### config.mk
export PLATFORM = sky130hd
export DESIGN_NAME = expression_token_scanner_unit_flat
export DESIGN_NICKNAME = d
export VERILOG_FILES = /design/src/ets_pkg.sv /design/src/ets_ifs.sv /design/src/expression_token_scanner_unit.sv /design/src/ets_front.sv /design/src/ets_queue.sv /design/src/ets_back.sv /design/src/flat_wrapper.sv
export SDC_FILE = /design/constraint.sdc
export NUM_CORES = 2
export LEC_CHECK = 0
export BUFFER_PORTS_ARGS = -buffer_cell sky130_fd_sc_hd__buf_4
export CAP_MARGIN = 20
export CORE_AREA = 2 2 314 239
export CTS_CLUSTER_DIAMETER = 40
export CTS_CLUSTER_SIZE = 25
export DETAILED_ROUTE_END_ITERATION = 6
export DIE_AREA = 0 0 316 241
export PLACE_DENSITY = 0.76
export SLEW_MARGIN = 20
export SYNTH_ARGS = -nofsm -noshare
export SYNTH_HDL_FRONTEND = slang
export SYNTH_SLANG_ARGS = --single-unit
### constraint.sdc
create_clock -name clock -period 16.55 [get_ports clock]
set_input_delay 4.1375 -clock clock [delete_from_list [all_inputs] [get_ports clock]]
set_output_delay 4.1375 -clock clock [all_outputs]
set_load 0.005 [all_outputs]
### src/ets_pkg.sv
// Package of the expression token scanner: widths, codes, token and queue types.
// Helper functions for character classes, operator kinds and tokens. No dependencies.
`default_nettype none

package ets_pkg;

   localparam int INDEX_W     = 16;
   localparam int CHAR_W      = 8;
   localparam int KIND_W      = 5;
   localparam int KEY_CHARS   = 8;
   localparam int KEY_COUNT   = 8;
   localparam int KEY_W       = 64;
   localparam int WLEN_W      = $clog2(KEY_CHARS + 1);
   localparam int SLOT_W      = $clog2(KEY_CHARS);
   localparam int CSR_IDX_W   = $clog2(KEY_COUNT);
   localparam int QUEUE_DEPTH = 4;
   localparam int QPTR_W      = $clog2(QUEUE_DEPTH);
   localparam int QCNT_W      = $clog2(QUEUE_DEPTH + 1);

   localparam logic [KIND_W-1:0] KIND_PLUS    = 5'd0;
   localparam logic [KIND_W-1:0] KIND_MINUS   = 5'd1;
   localparam logic [KIND_W-1:0] KIND_STAR    = 5'd2;
   localparam logic [KIND_W-1:0] KIND_SLASH   = 5'd4;
   localparam logic [KIND_W-1:0] KIND_OPEN    = 5'd6;
   localparam logic [KIND_W-1:0] KIND_CLOSE   = 5'd7;
   localparam logic [KIND_W-1:0] KIND_EQUAL   = 5'd8;
   localparam logic [KIND_W-1:0] KIND_BANG    = 5'd10;
   localparam logic [KIND_W-1:0] KIND_LESS    = 5'd12;
   localparam logic [KIND_W-1:0] KIND_GREATER = 5'd14;
   localparam logic [KIND_W-1:0] KIND_NUMBER  = 5'd16;
   localparam logic [KIND_W-1:0] KIND_IDENT   = 5'd17;
   localparam logic [KIND_W-1:0] KIND_KEYWORD = 5'd18;
   localparam logic [KIND_W-1:0] KIND_END     = 5'd19;
   localparam logic [KIND_W-1:0] KIND_ILLEGAL = 5'd20;

   localparam logic [CHAR_W-1:0] CH_NUL     = 8'h00;
   localparam logic [CHAR_W-1:0] CH_SPACE   = 8'h20;
   localparam logic [CHAR_W-1:0] CH_BANG    = 8'h21;
   localparam logic [CHAR_W-1:0] CH_OPEN    = 8'h28;
   localparam logic [CHAR_W-1:0] CH_CLOSE   = 8'h29;
   localparam logic [CHAR_W-1:0] CH_STAR    = 8'h2A;
   localparam logic [CHAR_W-1:0] CH_PLUS    = 8'h2B;
   localparam logic [CHAR_W-1:0] CH_MINUS   = 8'h2D;
   localparam logic [CHAR_W-1:0] CH_PERIOD  = 8'h2E;
   localparam logic [CHAR_W-1:0] CH_SLASH   = 8'h2F;
   localparam logic [CHAR_W-1:0] CH_LESS    = 8'h3C;
   localparam logic [CHAR_W-1:0] CH_EQUAL   = 8'h3D;
   localparam logic [CHAR_W-1:0] CH_GREATER = 8'h3E;
   localparam logic [CHAR_W-1:0] CH_UNDER   = 8'h5F;

   typedef enum logic [3:0] {
      MODE_IDLE   = 4'b0001,
      MODE_HELD   = 4'b0010,
      MODE_NUMBER = 4'b0100,
      MODE_WORD   = 4'b1000
   } scan_mode_type;

   typedef struct packed {
      logic [KIND_W-1:0]  kind;
      logic [INDEX_W-1:0] start_idx;
      logic [INDEX_W-1:0] end_idx;
   } token_type;

   typedef struct packed {
      logic      two;
      token_type first;
      token_type second;
   } entry_type;

   typedef struct packed {
      logic      valid;
      entry_type entry;
   } slot_type;

   function automatic logic is_digit(input logic [CHAR_W-1:0] c);
      return c inside {[8'h30:8'h39]};
   endfunction

   function automatic logic is_word_start(input logic [CHAR_W-1:0] c);
      return c inside {[8'h41:8'h5A], [8'h61:8'h7A], CH_UNDER};
   endfunction

   function automatic logic [KIND_W-1:0] single_kind(input logic [CHAR_W-1:0] op);
      logic [KIND_W-1:0] k;
      case (op)
         CH_STAR:  k = KIND_STAR;
         CH_SLASH: k = KIND_SLASH;
         CH_EQUAL: k = KIND_EQUAL;
         CH_BANG:  k = KIND_BANG;
         CH_LESS:  k = KIND_LESS;
         default:  k = KIND_GREATER;
      endcase
      return k;
   endfunction

   function automatic logic op_pairs(input logic [CHAR_W-1:0] op,
                                     input logic [CHAR_W-1:0] c);
      logic p;
      if (op == CH_STAR || op == CH_SLASH) begin
         p = (c == op);
      end else begin
         p = (c == CH_EQUAL);
      end
      return p;
   endfunction

   function automatic token_type make_token(input logic [KIND_W-1:0]  k,
                                            input logic [INDEX_W-1:0] s,
                                            input logic [INDEX_W-1:0] e);
      token_type t;
      t.kind      = k;
      t.start_idx = s;
      t.end_idx   = e;
      return t;
   endfunction

endpackage

`default_nettype wire

### src/ets_ifs.sv
// Handshake interfaces of the token scanner: character requests and token responses.
// Depends on ets_pkg for field widths.
`default_nettype none

interface ets_req_if import ets_pkg::*; ();
   logic              valid;
   logic              ready;
   logic [CHAR_W-1:0] char_code;

   modport source (output valid, output char_code, input ready);
   modport sink   (input valid, input char_code, output ready);
endinterface

interface ets_rsp_if import ets_pkg::*; ();
   logic               valid;
   logic               ready;
   logic [KIND_W-1:0]  token_kind;
   logic [INDEX_W-1:0] start_index;
   logic [INDEX_W-1:0] end_index;
   logic               last_of_run;

   modport source (output valid, output token_kind, output start_index,
                   output end_index, output last_of_run, input ready);
   modport sink   (input valid, input token_kind, input start_index,
                   input end_index, input last_of_run, output ready);
endinterface

`default_nettype wire

### src/expression_token_scanner_unit.sv
// Expression token scanner: one character accepted per cycle unless the queue is
// full; tokens pass the queue and the registered output stage, one token item per
// cycle unless the response is stalled. A character that yields two tokens holds
// the output stage for both; the four-entry queue absorbs that and any stall.
// Synchronous reset clears the scan state, the index and all keyword registers.
// Depends on ets_pkg, ets_ifs, ets_front, ets_queue and ets_back.
`default_nettype none

module expression_token_scanner_unit import ets_pkg::*; (
   input  wire logic                 clock,
   input  wire logic                 reset,
   ets_req_if.sink                   req_chan,
   ets_rsp_if.source                 rsp_chan,
   input  wire logic                 csr_write_en,
   input  wire logic [CSR_IDX_W-1:0] csr_index,
   input  wire logic [KEY_W-1:0]     csr_wdata
);

   slot_type push;
   slot_type head;
   logic     push_ready;
   logic     pop;

   ets_front u_front (
      .clock        (clock),
      .reset        (reset),
      .req_chan     (req_chan),
      .csr_write_en (csr_write_en),
      .csr_index    (csr_index),
      .csr_wdata    (csr_wdata),
      .push_ready   (push_ready),
      .push         (push)
   );

   ets_queue u_queue (
      .clock      (clock),
      .reset      (reset),
      .push       (push),
      .pop        (pop),
      .push_ready (push_ready),
      .head       (head)
   );

   ets_back u_back (
      .clock    (clock),
      .reset    (reset),
      .head     (head),
      .pop      (pop),
      .rsp_chan (rsp_chan)
   );

endmodule

`default_nettype wire

### src/ets_front.sv
// Scanner front end: accepts characters, tracks the scan state and keyword registers,
// and forms up to two tokens per character. Depends on ets_pkg and ets_req_if.
`default_nettype none

module ets_front import ets_pkg::*; (
   input  wire logic                 clock,
   input  wire logic                 reset,
   ets_req_if.sink                   req_chan,
   input  wire logic                 csr_write_en,
   input  wire logic [CSR_IDX_W-1:0] csr_index,
   input  wire logic [KEY_W-1:0]     csr_wdata,
   input  wire logic                 push_ready,
   output slot_type                  push
);

   logic [KEY_W-1:0]   keyword_ff [KEY_COUNT];
   scan_mode_type      mode_ff, mode_in;
   logic [CHAR_W-1:0]  held_ff, held_in;
   logic               period_ff, period_in;
   logic [INDEX_W-1:0] start_ff, start_in;
   logic [INDEX_W-1:0] index_ff, index_in;
   logic [INDEX_W-1:0] last_end_ff, last_end_in;
   logic [KEY_W-1:0]   wbuf_ff, wbuf_in;
   logic [WLEN_W-1:0]  wlen_ff, wlen_in;
   logic               stopped_ff, stopped_in;

   logic              accept;
   logic [CHAR_W-1:0] c;
   logic              is_kw;
   logic              consumed;
   logic              a_valid, b_valid;
   token_type         tok_a, tok_b;

   assign req_chan.ready = push_ready;
   assign accept         = req_chan.valid && push_ready;
   assign c              = req_chan.char_code;

   always_comb begin
      is_kw = 1'b0;
      for (int k = 0; k < KEY_COUNT; k++) begin
         if (keyword_ff[k] != '0 && keyword_ff[k] == wbuf_ff) begin
            is_kw = 1'b1;
         end
      end
   end

   always_comb begin
      mode_in     = mode_ff;
      held_in     = held_ff;
      period_in   = period_ff;
      start_in    = start_ff;
      index_in    = index_ff;
      last_end_in = last_end_ff;
      wbuf_in     = wbuf_ff;
      wlen_in     = wlen_ff;
      stopped_in  = stopped_ff;
      consumed    = 1'b0;
      a_valid     = 1'b0;
      b_valid     = 1'b0;
      tok_a       = '0;
      tok_b       = '0;
      if (accept && !stopped_ff) begin
         case (mode_ff)
            MODE_HELD: begin
               a_valid = 1'b1;
               mode_in = MODE_IDLE;
               if (op_pairs(held_ff, c)) begin
                  tok_a    = make_token(single_kind(held_ff) + KIND_W'(1), start_ff, index_ff);
                  consumed = 1'b1;
               end else begin
                  tok_a = make_token(single_kind(held_ff), start_ff, start_ff);
               end
            end
            MODE_NUMBER: begin
               if (is_digit(c) || (c == CH_PERIOD && !period_ff)) begin
                  if (c == CH_PERIOD) begin
                     period_in = 1'b1;
                  end
                  last_end_in = index_ff;
                  consumed    = 1'b1;
               end else begin
                  a_valid = 1'b1;
                  tok_a   = make_token(KIND_NUMBER, start_ff, last_end_ff);
                  mode_in = MODE_IDLE;
               end
            end
            MODE_WORD: begin
               if (is_word_start(c) || is_digit(c)) begin
                  if (wlen_ff < WLEN_W'(KEY_CHARS)) begin
                     wbuf_in[wlen_ff[SLOT_W-1:0]*CHAR_W +: CHAR_W] = c;
                     wlen_in = wlen_ff + WLEN_W'(1);
                  end
                  last_end_in = index_ff;
                  consumed    = 1'b1;
               end else begin
                  a_valid = 1'b1;
                  tok_a   = make_token(is_kw ? KIND_KEYWORD : KIND_IDENT, start_ff, last_end_ff);
                  mode_in = MODE_IDLE;
               end
            end
            default: begin
            end
         endcase

         if (!consumed) begin
            case (c)
               CH_PLUS: begin
                  b_valid = 1'b1;
                  tok_b   = make_token(KIND_PLUS, index_ff, index_ff);
               end
               CH_MINUS: begin
                  b_valid = 1'b1;
                  tok_b   = make_token(KIND_MINUS, index_ff, index_ff);
               end
               CH_OPEN: begin
                  b_valid = 1'b1;
                  tok_b   = make_token(KIND_OPEN, index_ff, index_ff);
               end
               CH_CLOSE: begin
                  b_valid = 1'b1;
                  tok_b   = make_token(KIND_CLOSE, index_ff, index_ff);
               end
               CH_STAR, CH_SLASH, CH_EQUAL, CH_BANG, CH_LESS, CH_GREATER: begin
                  mode_in  = MODE_HELD;
                  held_in  = c;
                  start_in = index_ff;
               end
               CH_SPACE: begin
               end
               CH_NUL: begin
                  b_valid    = 1'b1;
                  tok_b      = make_token(KIND_END, index_ff, index_ff);
                  stopped_in = 1'b1;
               end
               default: begin
                  if (is_digit(c)) begin
                     mode_in     = MODE_NUMBER;
                     period_in   = 1'b0;
                     start_in    = index_ff;
                     last_end_in = index_ff;
                  end else if (is_word_start(c)) begin
                     mode_in     = MODE_WORD;
                     wbuf_in     = KEY_W'(c);
                     wlen_in     = WLEN_W'(1);
                     start_in    = index_ff;
                     last_end_in = index_ff;
                  end else begin
                     b_valid    = 1'b1;
                     tok_b      = make_token(KIND_ILLEGAL, index_ff, index_ff);
                     stopped_in = 1'b1;
                  end
               end
            endcase
         end

         if (index_ff != '1) begin
            index_in = index_ff + INDEX_W'(1);
         end
      end
   end

   always_comb begin
      push.valid        = a_valid || b_valid;
      push.entry.two    = a_valid && b_valid;
      push.entry.first  = a_valid ? tok_a : tok_b;
      push.entry.second = tok_b;
   end

   always_ff @(posedge clock) begin
      if (reset) begin
         for (int k = 0; k < KEY_COUNT; k++) begin
            keyword_ff[k] <= '0;
         end
      end else if (csr_write_en) begin
         keyword_ff[csr_index] <= csr_wdata;
      end
   end

   always_ff @(posedge clock) begin
      if (reset) begin
         mode_ff     <= MODE_IDLE;
         held_ff     <= '0;
         period_ff   <= 1'b0;
         start_ff    <= '0;
         index_ff    <= '0;
         last_end_ff <= '0;
         wbuf_ff     <= '0;
         wlen_ff     <= '0;
         stopped_ff  <= 1'b0;
      end else begin
         mode_ff     <= mode_in;
         held_ff     <= held_in;
         period_ff   <= period_in;
         start_ff    <= start_in;
         index_ff    <= index_in;
         last_end_ff <= last_end_in;
         wbuf_ff     <= wbuf_in;
         wlen_ff     <= wlen_in;
         stopped_ff  <= stopped_in;
      end
   end

endmodule

`default_nettype wire

### src/ets_queue.sv
// Short queue of token entries between the scanner front end and the output stage.
// Depends on ets_pkg.
`default_nettype none

module ets_queue import ets_pkg::*; (
   input  wire logic     clock,
   input  wire logic     reset,
   input  wire slot_type push,
   input  wire logic     pop,
   output logic          push_ready,
   output slot_type      head
);

   entry_type          store_ff [QUEUE_DEPTH];
   logic [QPTR_W-1:0]  wr_ptr_ff, wr_ptr_in;
   logic [QPTR_W-1:0]  rd_ptr_ff, rd_ptr_in;
   logic [QCNT_W-1:0]  count_ff, count_in;
   logic               do_push, do_pop;

   assign push_ready = (count_ff != QCNT_W'(QUEUE_DEPTH));
   assign head.valid = (count_ff != '0);
   assign head.entry = store_ff[rd_ptr_ff];
   assign do_push    = push.valid && push_ready;
   assign do_pop     = pop && head.valid;

   always_comb begin
      wr_ptr_in = wr_ptr_ff;
      rd_ptr_in = rd_ptr_ff;
      count_in  = count_ff;
      if (do_push) begin
         wr_ptr_in = (wr_ptr_ff == QPTR_W'(QUEUE_DEPTH - 1)) ? '0 : wr_ptr_ff + QPTR_W'(1);
      end
      if (do_pop) begin
         rd_ptr_in = (rd_ptr_ff == QPTR_W'(QUEUE_DEPTH - 1)) ? '0 : rd_ptr_ff + QPTR_W'(1);
      end
      if (do_push && !do_pop) begin
         count_in = count_ff + QCNT_W'(1);
      end else if (!do_push && do_pop) begin
         count_in = count_ff - QCNT_W'(1);
      end
   end

   always_ff @(posedge clock) begin
      if (do_push) begin
         store_ff[wr_ptr_ff] <= push.entry;
      end
   end

   always_ff @(posedge clock) begin
      if (reset) begin
         wr_ptr_ff <= '0;
         rd_ptr_ff <= '0;
         count_ff  <= '0;
      end else begin
         wr_ptr_ff <= wr_ptr_in;
         rd_ptr_ff <= rd_ptr_in;
         count_ff  <= count_in;
      end
   end

endmodule

`default_nettype wire

### src/ets_back.sv
// Output stage: takes queue entries and delivers their tokens from a registered
// response, one item per cycle while ready. Depends on ets_pkg and ets_rsp_if.
`default_nettype none

module ets_back import ets_pkg::*; (
   input  wire logic     clock,
   input  wire logic     reset,
   input  wire slot_type head,
   output logic          pop,
   ets_rsp_if.source     rsp_chan
);

   logic      out_valid_ff, out_valid_in;
   token_type out_tok_ff, out_tok_in;
   logic      out_last_ff, out_last_in;
   logic      pend_ff, pend_in;
   token_type second_ff, second_in;
   logic      load;

   assign load = !out_valid_ff || rsp_chan.ready;

   always_comb begin
      pop          = 1'b0;
      out_valid_in = out_valid_ff;
      out_tok_in   = out_tok_ff;
      out_last_in  = out_last_ff;
      pend_in      = pend_ff;
      second_in    = second_ff;
      if (load) begin
         if (pend_ff) begin
            out_valid_in = 1'b1;
            out_tok_in   = second_ff;
            out_last_in  = 1'b1;
            pend_in      = 1'b0;
         end else if (head.valid) begin
            pop          = 1'b1;
            out_valid_in = 1'b1;
            out_tok_in   = head.entry.first;
            out_last_in  = !head.entry.two;
            pend_in      = head.entry.two;
            second_in    = head.entry.second;
         end else begin
            out_valid_in = 1'b0;
         end
      end
   end

   always_ff @(posedge clock) begin
      if (reset) begin
         out_valid_ff <= 1'b0;
         pend_ff      <= 1'b0;
      end else begin
         out_valid_ff <= out_valid_in;
         pend_ff      <= pend_in;
      end
   end

   always_ff @(posedge clock) begin
      out_tok_ff  <= out_tok_in;
      out_last_ff <= out_last_in;
      second_ff   <= second_in;
   end

   assign rsp_chan.valid       = out_valid_ff;
   assign rsp_chan.token_kind  = out_tok_ff.kind;
   assign rsp_chan.start_index = out_tok_ff.start_idx;
   assign rsp_chan.end_index   = out_tok_ff.end_idx;
   assign rsp_chan.last_of_run = out_last_ff;

endmodule

`default_nettype wire

### src/flat_wrapper.sv
// flat-port wrapper written by rule: the top's interface ports become plain ports
module expression_token_scanner_unit_flat import ets_pkg::*;
  (clock, reset, csr_write_en, csr_index, csr_wdata, req_chan_valid, req_chan_char_code, req_chan_ready, rsp_chan_valid, rsp_chan_token_kind, rsp_chan_start_index, rsp_chan_end_index, rsp_chan_last_of_run, rsp_chan_ready);
  ets_req_if req_chan_i ();
  ets_rsp_if rsp_chan_i ();
  input  wire logic clock;
  input  wire logic reset;
  input  wire logic csr_write_en;
  input  wire logic [CSR_IDX_W-1:0] csr_index;
  input  wire logic [KEY_W-1:0] csr_wdata;
  input wire logic [$bits(req_chan_i.valid)-1:0] req_chan_valid;
  input wire logic [$bits(req_chan_i.char_code)-1:0] req_chan_char_code;
  output wire logic [$bits(req_chan_i.ready)-1:0] req_chan_ready;
  output wire logic [$bits(rsp_chan_i.valid)-1:0] rsp_chan_valid;
  output wire logic [$bits(rsp_chan_i.token_kind)-1:0] rsp_chan_token_kind;
  output wire logic [$bits(rsp_chan_i.start_index)-1:0] rsp_chan_start_index;
  output wire logic [$bits(rsp_chan_i.end_index)-1:0] rsp_chan_end_index;
  output wire logic [$bits(rsp_chan_i.last_of_run)-1:0] rsp_chan_last_of_run;
  input wire logic [$bits(rsp_chan_i.ready)-1:0] rsp_chan_ready;
  assign req_chan_i.valid = req_chan_valid;
  assign req_chan_i.char_code = req_chan_char_code;
  assign req_chan_ready = req_chan_i.ready;
  assign rsp_chan_valid = rsp_chan_i.valid;
  assign rsp_chan_token_kind = rsp_chan_i.token_kind;
  assign rsp_chan_start_index = rsp_chan_i.start_index;
  assign rsp_chan_end_index = rsp_chan_i.end_index;
  assign rsp_chan_last_of_run = rsp_chan_i.last_of_run;
  assign rsp_chan_i.ready = rsp_chan_ready;
  expression_token_scanner_unit u_core (.clock(clock), .reset(reset), .req_chan(req_chan_i), .rsp_chan(rsp_chan_i), .csr_write_en(csr_write_en), .csr_index(csr_index), .csr_wdata(csr_wdata));
endmodule
==> impl_metrics.env <==
export IMPL_syn_cell_area_um2=43400
export IMPL_crit_type="in -> reg"
export IMPL_worst_setup_hold_path_clk_slew_ns=0.07
export IMPL_syn_inst=3223
export IMPL_antenna_found_initial=40
export IMPL_finClkSkew_ns=0.0286
export IMPL_worst_r2r_startpoint="u_core.u_front.wbuf_ff[62]"
export IMPL_starting_density_of_the_core=0.596
export IMPL_max_clock_path_buffers=3
export IMPL_post_cts_buffers=0
export IMPL_cts_root_buf="sky130_fd_sc_hd__clkbuf_16"
export IMPL_post_route_cells_drive_above_1_share=0.163
export IMPL_fmax_mhz=139
export IMPL_core_region_area_um2=72800
export IMPL_min_delay_path_class="reg -> reg"
export IMPL_detail_route_antenna_nets=0
export IMPL_worst_ep_required_time_ns=16.86
export IMPL_synth_distinct_cells=90
export IMPL_fin_crit_sh=0.435
export IMPL_power_static_leakage_nw=17.1
export IMPL_syn_area_per_cell_um2=13.5
export IMPL_drt_first_iter_violations=6172
export IMPL_cts_resized=0
export IMPL_fp_row_count=86
export IMPL_floorplan_die_area_um2=76200
export IMPL_worst_setup_path_startpoint="reset"
export IMPL_die_width_um=316
export IMPL_fp_dieH_um=241
export IMPL_grt_pass1_vias=28700
export IMPL_synth_top_cells_by_area="sky130_fd_sc_hd__edfxtp_1, sky130_fd_sc_hd__xnor2_1, sky130_fd_sc_hd__and2_1"
export IMPL_yosysTopAreaCellShare=0.554
export IMPL_critPathCapture="u_core.u_front.keyword_ff[1][25]"
export IMPL_detailedPlacementHpwl_um=110000
export IMPL_finish_stage_setup_viols=0
export IMPL_timing_reg2reg_setup_slack_ns=11.38
export IMPL_remaining_drc_errors=0
export IMPL_routed_vias_inst=6.94
export IMPL_max_cap_violations=0
export IMPL_r2r_cells=8
export IMPL_clock_tree_from_tritoncts="done"
export IMPL_postSynthRegisterBits=943
export IMPL_worstHoldStart="u_core.u_front.wbuf_ff[56]"
export IMPL_place_port_buffers=119
export IMPL_worst_setup_path_end_kind="flip-flop"
export IMPL_async_set_reset_flop_share_out_of_synthesis=0
export IMPL_globalRoute_totalOverflow=0
export IMPL_synth_edff_count=802
export IMPL_grt_setup_unrepaired="no"
export IMPL_maxSlewHeadroom=0.0896
export IMPL_timing_setup_tns_ns=0
export IMPL_yosysWarnings=0
export IMPL_fin_nets=3447
export IMPL_seq_area_frac_synth=0.619
export IMPL_cp_max_fo=65
export IMPL_report_power_total_mw=6.42
export IMPL_timing_critical_path_from_type="primary input"
export IMPL_most_common_flop_cell_mapped_by_yosys="sky130_fd_sc_hd__edfxtp_1"
export IMPL_final_critical_path_time_including_i_o_delays_and_setup_ns=7.20
export IMPL_groute_usage_overall=0.445
export IMPL_worst_ir_drop_vdd_mv=0.111
export IMPL_max_slew_worst_pin_slew_ns=1.36
export IMPL_cts_hold_buffers=0
export IMPL_detail_route_wl_per_cell_um=38.2
export IMPL_cp_data_arrival_time_ns=7.50
export IMPL_rr_endpoint="u_core.u_queue.store_ff[0][69]"
export IMPL_dr_total_vias=30800
export IMPL_gpl_final_weighted_congestion=1.08
export IMPL_clkSinkCount=943
export IMPL_synth_largest_area_cell="sky130_fd_sc_hd__edfxtp_1"
export IMPL_run_status="finished clean"
export IMPL_syn_to_final_growth_pct=14.1
export IMPL_report_final_hold_viol_count=0
export IMPL_cts_buffers_inserted=111
export IMPL_routed_wl_um=169000
export IMPL_grt_pass1_wl_um=228000
export IMPL_synthesis_nets=3314
export IMPL_h_tree_depth=3
export IMPL_final_max_slew_violation_count=0
export IMPL_pin_count_of_the_biggest_net_entering_global_routing=76
export IMPL_number_of_optimization_iterations_in_the_first_detailed_route_pass=6
export IMPL_powerDensity_nw_per_um2=129
export IMPL_hold_ws_ns=0.477
export IMPL_insertion_delay_ns=0.71
export IMPL_boundaryPins=120
## where the power goes
part | internal, mW | total, mW | switching [mW]
clock | 1.49 | 2.64 | 1.14
combinational | 0.314 | 0.807 | 0.492
sequential | 2.83 | 2.97 | 0.142
## worst min path at each step
stage	to	slack [ns]	depth (start not counted)
6_report	u_core.u_front.wbuf_ff[56]	0.48	1
5_1_grt	u_core.u_front.wbuf_ff[56]	0.48	1
4_1_cts	u_core.u_front.wbuf_ff[56]	0.47	1
3_5_place_dp	u_core.u_front.wbuf_ff[56]	0.46	1
3_3_place_gp	u_core.u_front.wbuf_ff[56]	0.46	1
2_1_floorplan	u_core.u_front.stopped_ff	0.44	2
## metal layers
layer / up-vias / track usage / routed length [um]
li1: 12200 / - / -
met1: 15300 / 0.638 / 64600
met2: 2861 / 0.566 / 64600
met3: 436 / 0.221 / 31300
met4: 10 / 0.186 / 8510
met5: - / 0.0133 / 210
## per-stage QoR
stage          cells  instance area [um^2]  utilization  setup WS [ns]
2_1_floorplan   3223                 43400            -           6.81
4_1_cts         4416                 49400        0.679           9.45
6_report        4436                 49600        0.680           9.35
3_5_place_dp    4208                 45500        0.624           8.74
3_3_place_gp    4208                 45500        0.624           8.87
5_1_grt         4425                 49500        0.680           9.17
## registers in the layout, summed over array words and instances, names as in the netlist, 5 cells and up, named ones only
signal and count:
u_core.u_back.rsp_chan.end_index 16, u_core.u_back.rsp_chan.start_index 16, u_core.u_back.rsp_chan.token_kind 5, u_core.u_back.second_ff 20, u_core.u_front.held_ff 8, u_core.u_front.index_ff 16
u_core.u_front.keyword_ff 512, u_core.u_front.last_end_ff 16, u_core.u_front.start_ff 16, u_core.u_front.wbuf_ff 64, u_core.u_queue.store_ff 232
## cells by family after synthesis
| logic type | count (synthesis) | synth area share |
|---|---|---|
| AND/OR/NAND/NOR | 1154 | 0.161 |
| flip-flops | 943 | 0.619 |
| XOR/XNOR | 526 | 0.106 |
| buffers and inverters | 239 | 0.0244 |
| AO/OA/AOI/OAI | 228 | 0.0394 |
| multiplexers | 122 | 0.0461 |
| adder cells (fa/ha/maj) | 11 | 0.00334 |
## synthesized netlist by cell type, drive strengths merged (8+ instances only)
master and instances:
and2 541, mux2 20, o21ai 68, xor2 117, a21o 18, xnor2 409, mux2i 44, and3 12
nand2 46, mux4 58, nand2b 11, nand4 159, nor3 23, nand3 16, or3 8, ha 10
nor2 107, edfxtp 802, inv 55, nor2b 10, a21oi 30, a32o 27, buf 94, clkbuf 90
dfxtp 141, nor4 194, a22o 32, o2bb2ai 8
## layout by cell type, fill, tap and decap left out, types with 9 or more instances in the layout
| master | netlist | layout |
|---|---|---|
| sky130_fd_sc_hd__nor2b_1 | 10 | 10 |
| sky130_fd_sc_hd__nand4_1 | 158 | 158 |
| sky130_fd_sc_hd__clkinvlp_4 | 0 | 9 |
| sky130_fd_sc_hd__dfxtp_1 | 141 | 134 |
| sky130_fd_sc_hd__inv_1 | 54 | 54 |
| sky130_fd_sc_hd__bufinv_16 | 0 | 11 |
| sky130_fd_sc_hd__o21ai_0 | 55 | 48 |
| sky130_fd_sc_hd__a21o_1 | 18 | 18 |
| sky130_fd_sc_hd__inv_6 | 0 | 29 |
| sky130_fd_sc_hd__nand3_1 | 15 | 15 |
| sky130_fd_sc_hd__buf_4 | 2 | 201 |
| sky130_fd_sc_hd__nand2b_1 | 11 | 11 |
| sky130_fd_sc_hd__nor2_1 | 105 | 97 |
| sky130_fd_sc_hd__xor2_1 | 117 | 117 |
| sky130_fd_sc_hd__ha_1 | 10 | 10 |
| sky130_fd_sc_hd__clkbuf_16 | 0 | 113 |
| sky130_fd_sc_hd__a22o_1 | 32 | 32 |
| sky130_fd_sc_hd__inv_8 | 0 | 20 |
| sky130_fd_sc_hd__edfxtp_1 | 802 | 802 |
| sky130_fd_sc_hd__mux2_2 | 9 | 9 |
| sky130_fd_sc_hd__nand2_1 | 45 | 45 |
| sky130_fd_sc_hd__xnor2_1 | 409 | 409 |
| sky130_fd_sc_hd__mux2i_1 | 44 | 44 |
| sky130_fd_sc_hd__and3_1 | 11 | 11 |
| sky130_fd_sc_hd__nor3_1 | 19 | 16 |
| sky130_fd_sc_hd__a32o_1 | 27 | 27 |
| sky130_fd_sc_hd__and2_1 | 533 | 529 |
| sky130_fd_sc_hd__o21ai_1 | 9 | 9 |
| sky130_fd_sc_hd__nor4_1 | 192 | 190 |
| sky130_fd_sc_hd__diode_2 | 0 | 17 |
| sky130_fd_sc_hd__a21oi_1 | 26 | 26 |
| sky130_fd_sc_hd__mux4_2 | 58 | 58 |
## critical path, stage by stage
cell,delay (ns)
sky130_fd_sc_hd__buf_4,0.17
sky130_fd_sc_hd__inv_1,0.66
sky130_fd_sc_hd__nand3_1,0.68
sky130_fd_sc_hd__nor3_2,0.29
sky130_fd_sc_hd__buf_4,0.50
sky130_fd_sc_hd__or2_2,0.34
sky130_fd_sc_hd__buf_4,0.64
## final cells by class
cell class	count	area (um^2)
antenna	17	42.5
clock buffer	119	2880
clock inverter	89	1090
fill	5030	23300
inverter	55	206
multi-input combinational	2041	15600
sequential	943	26900
tap	968	1210
timing repair buffer	204	1580
(Power assumes the default switching activity.)
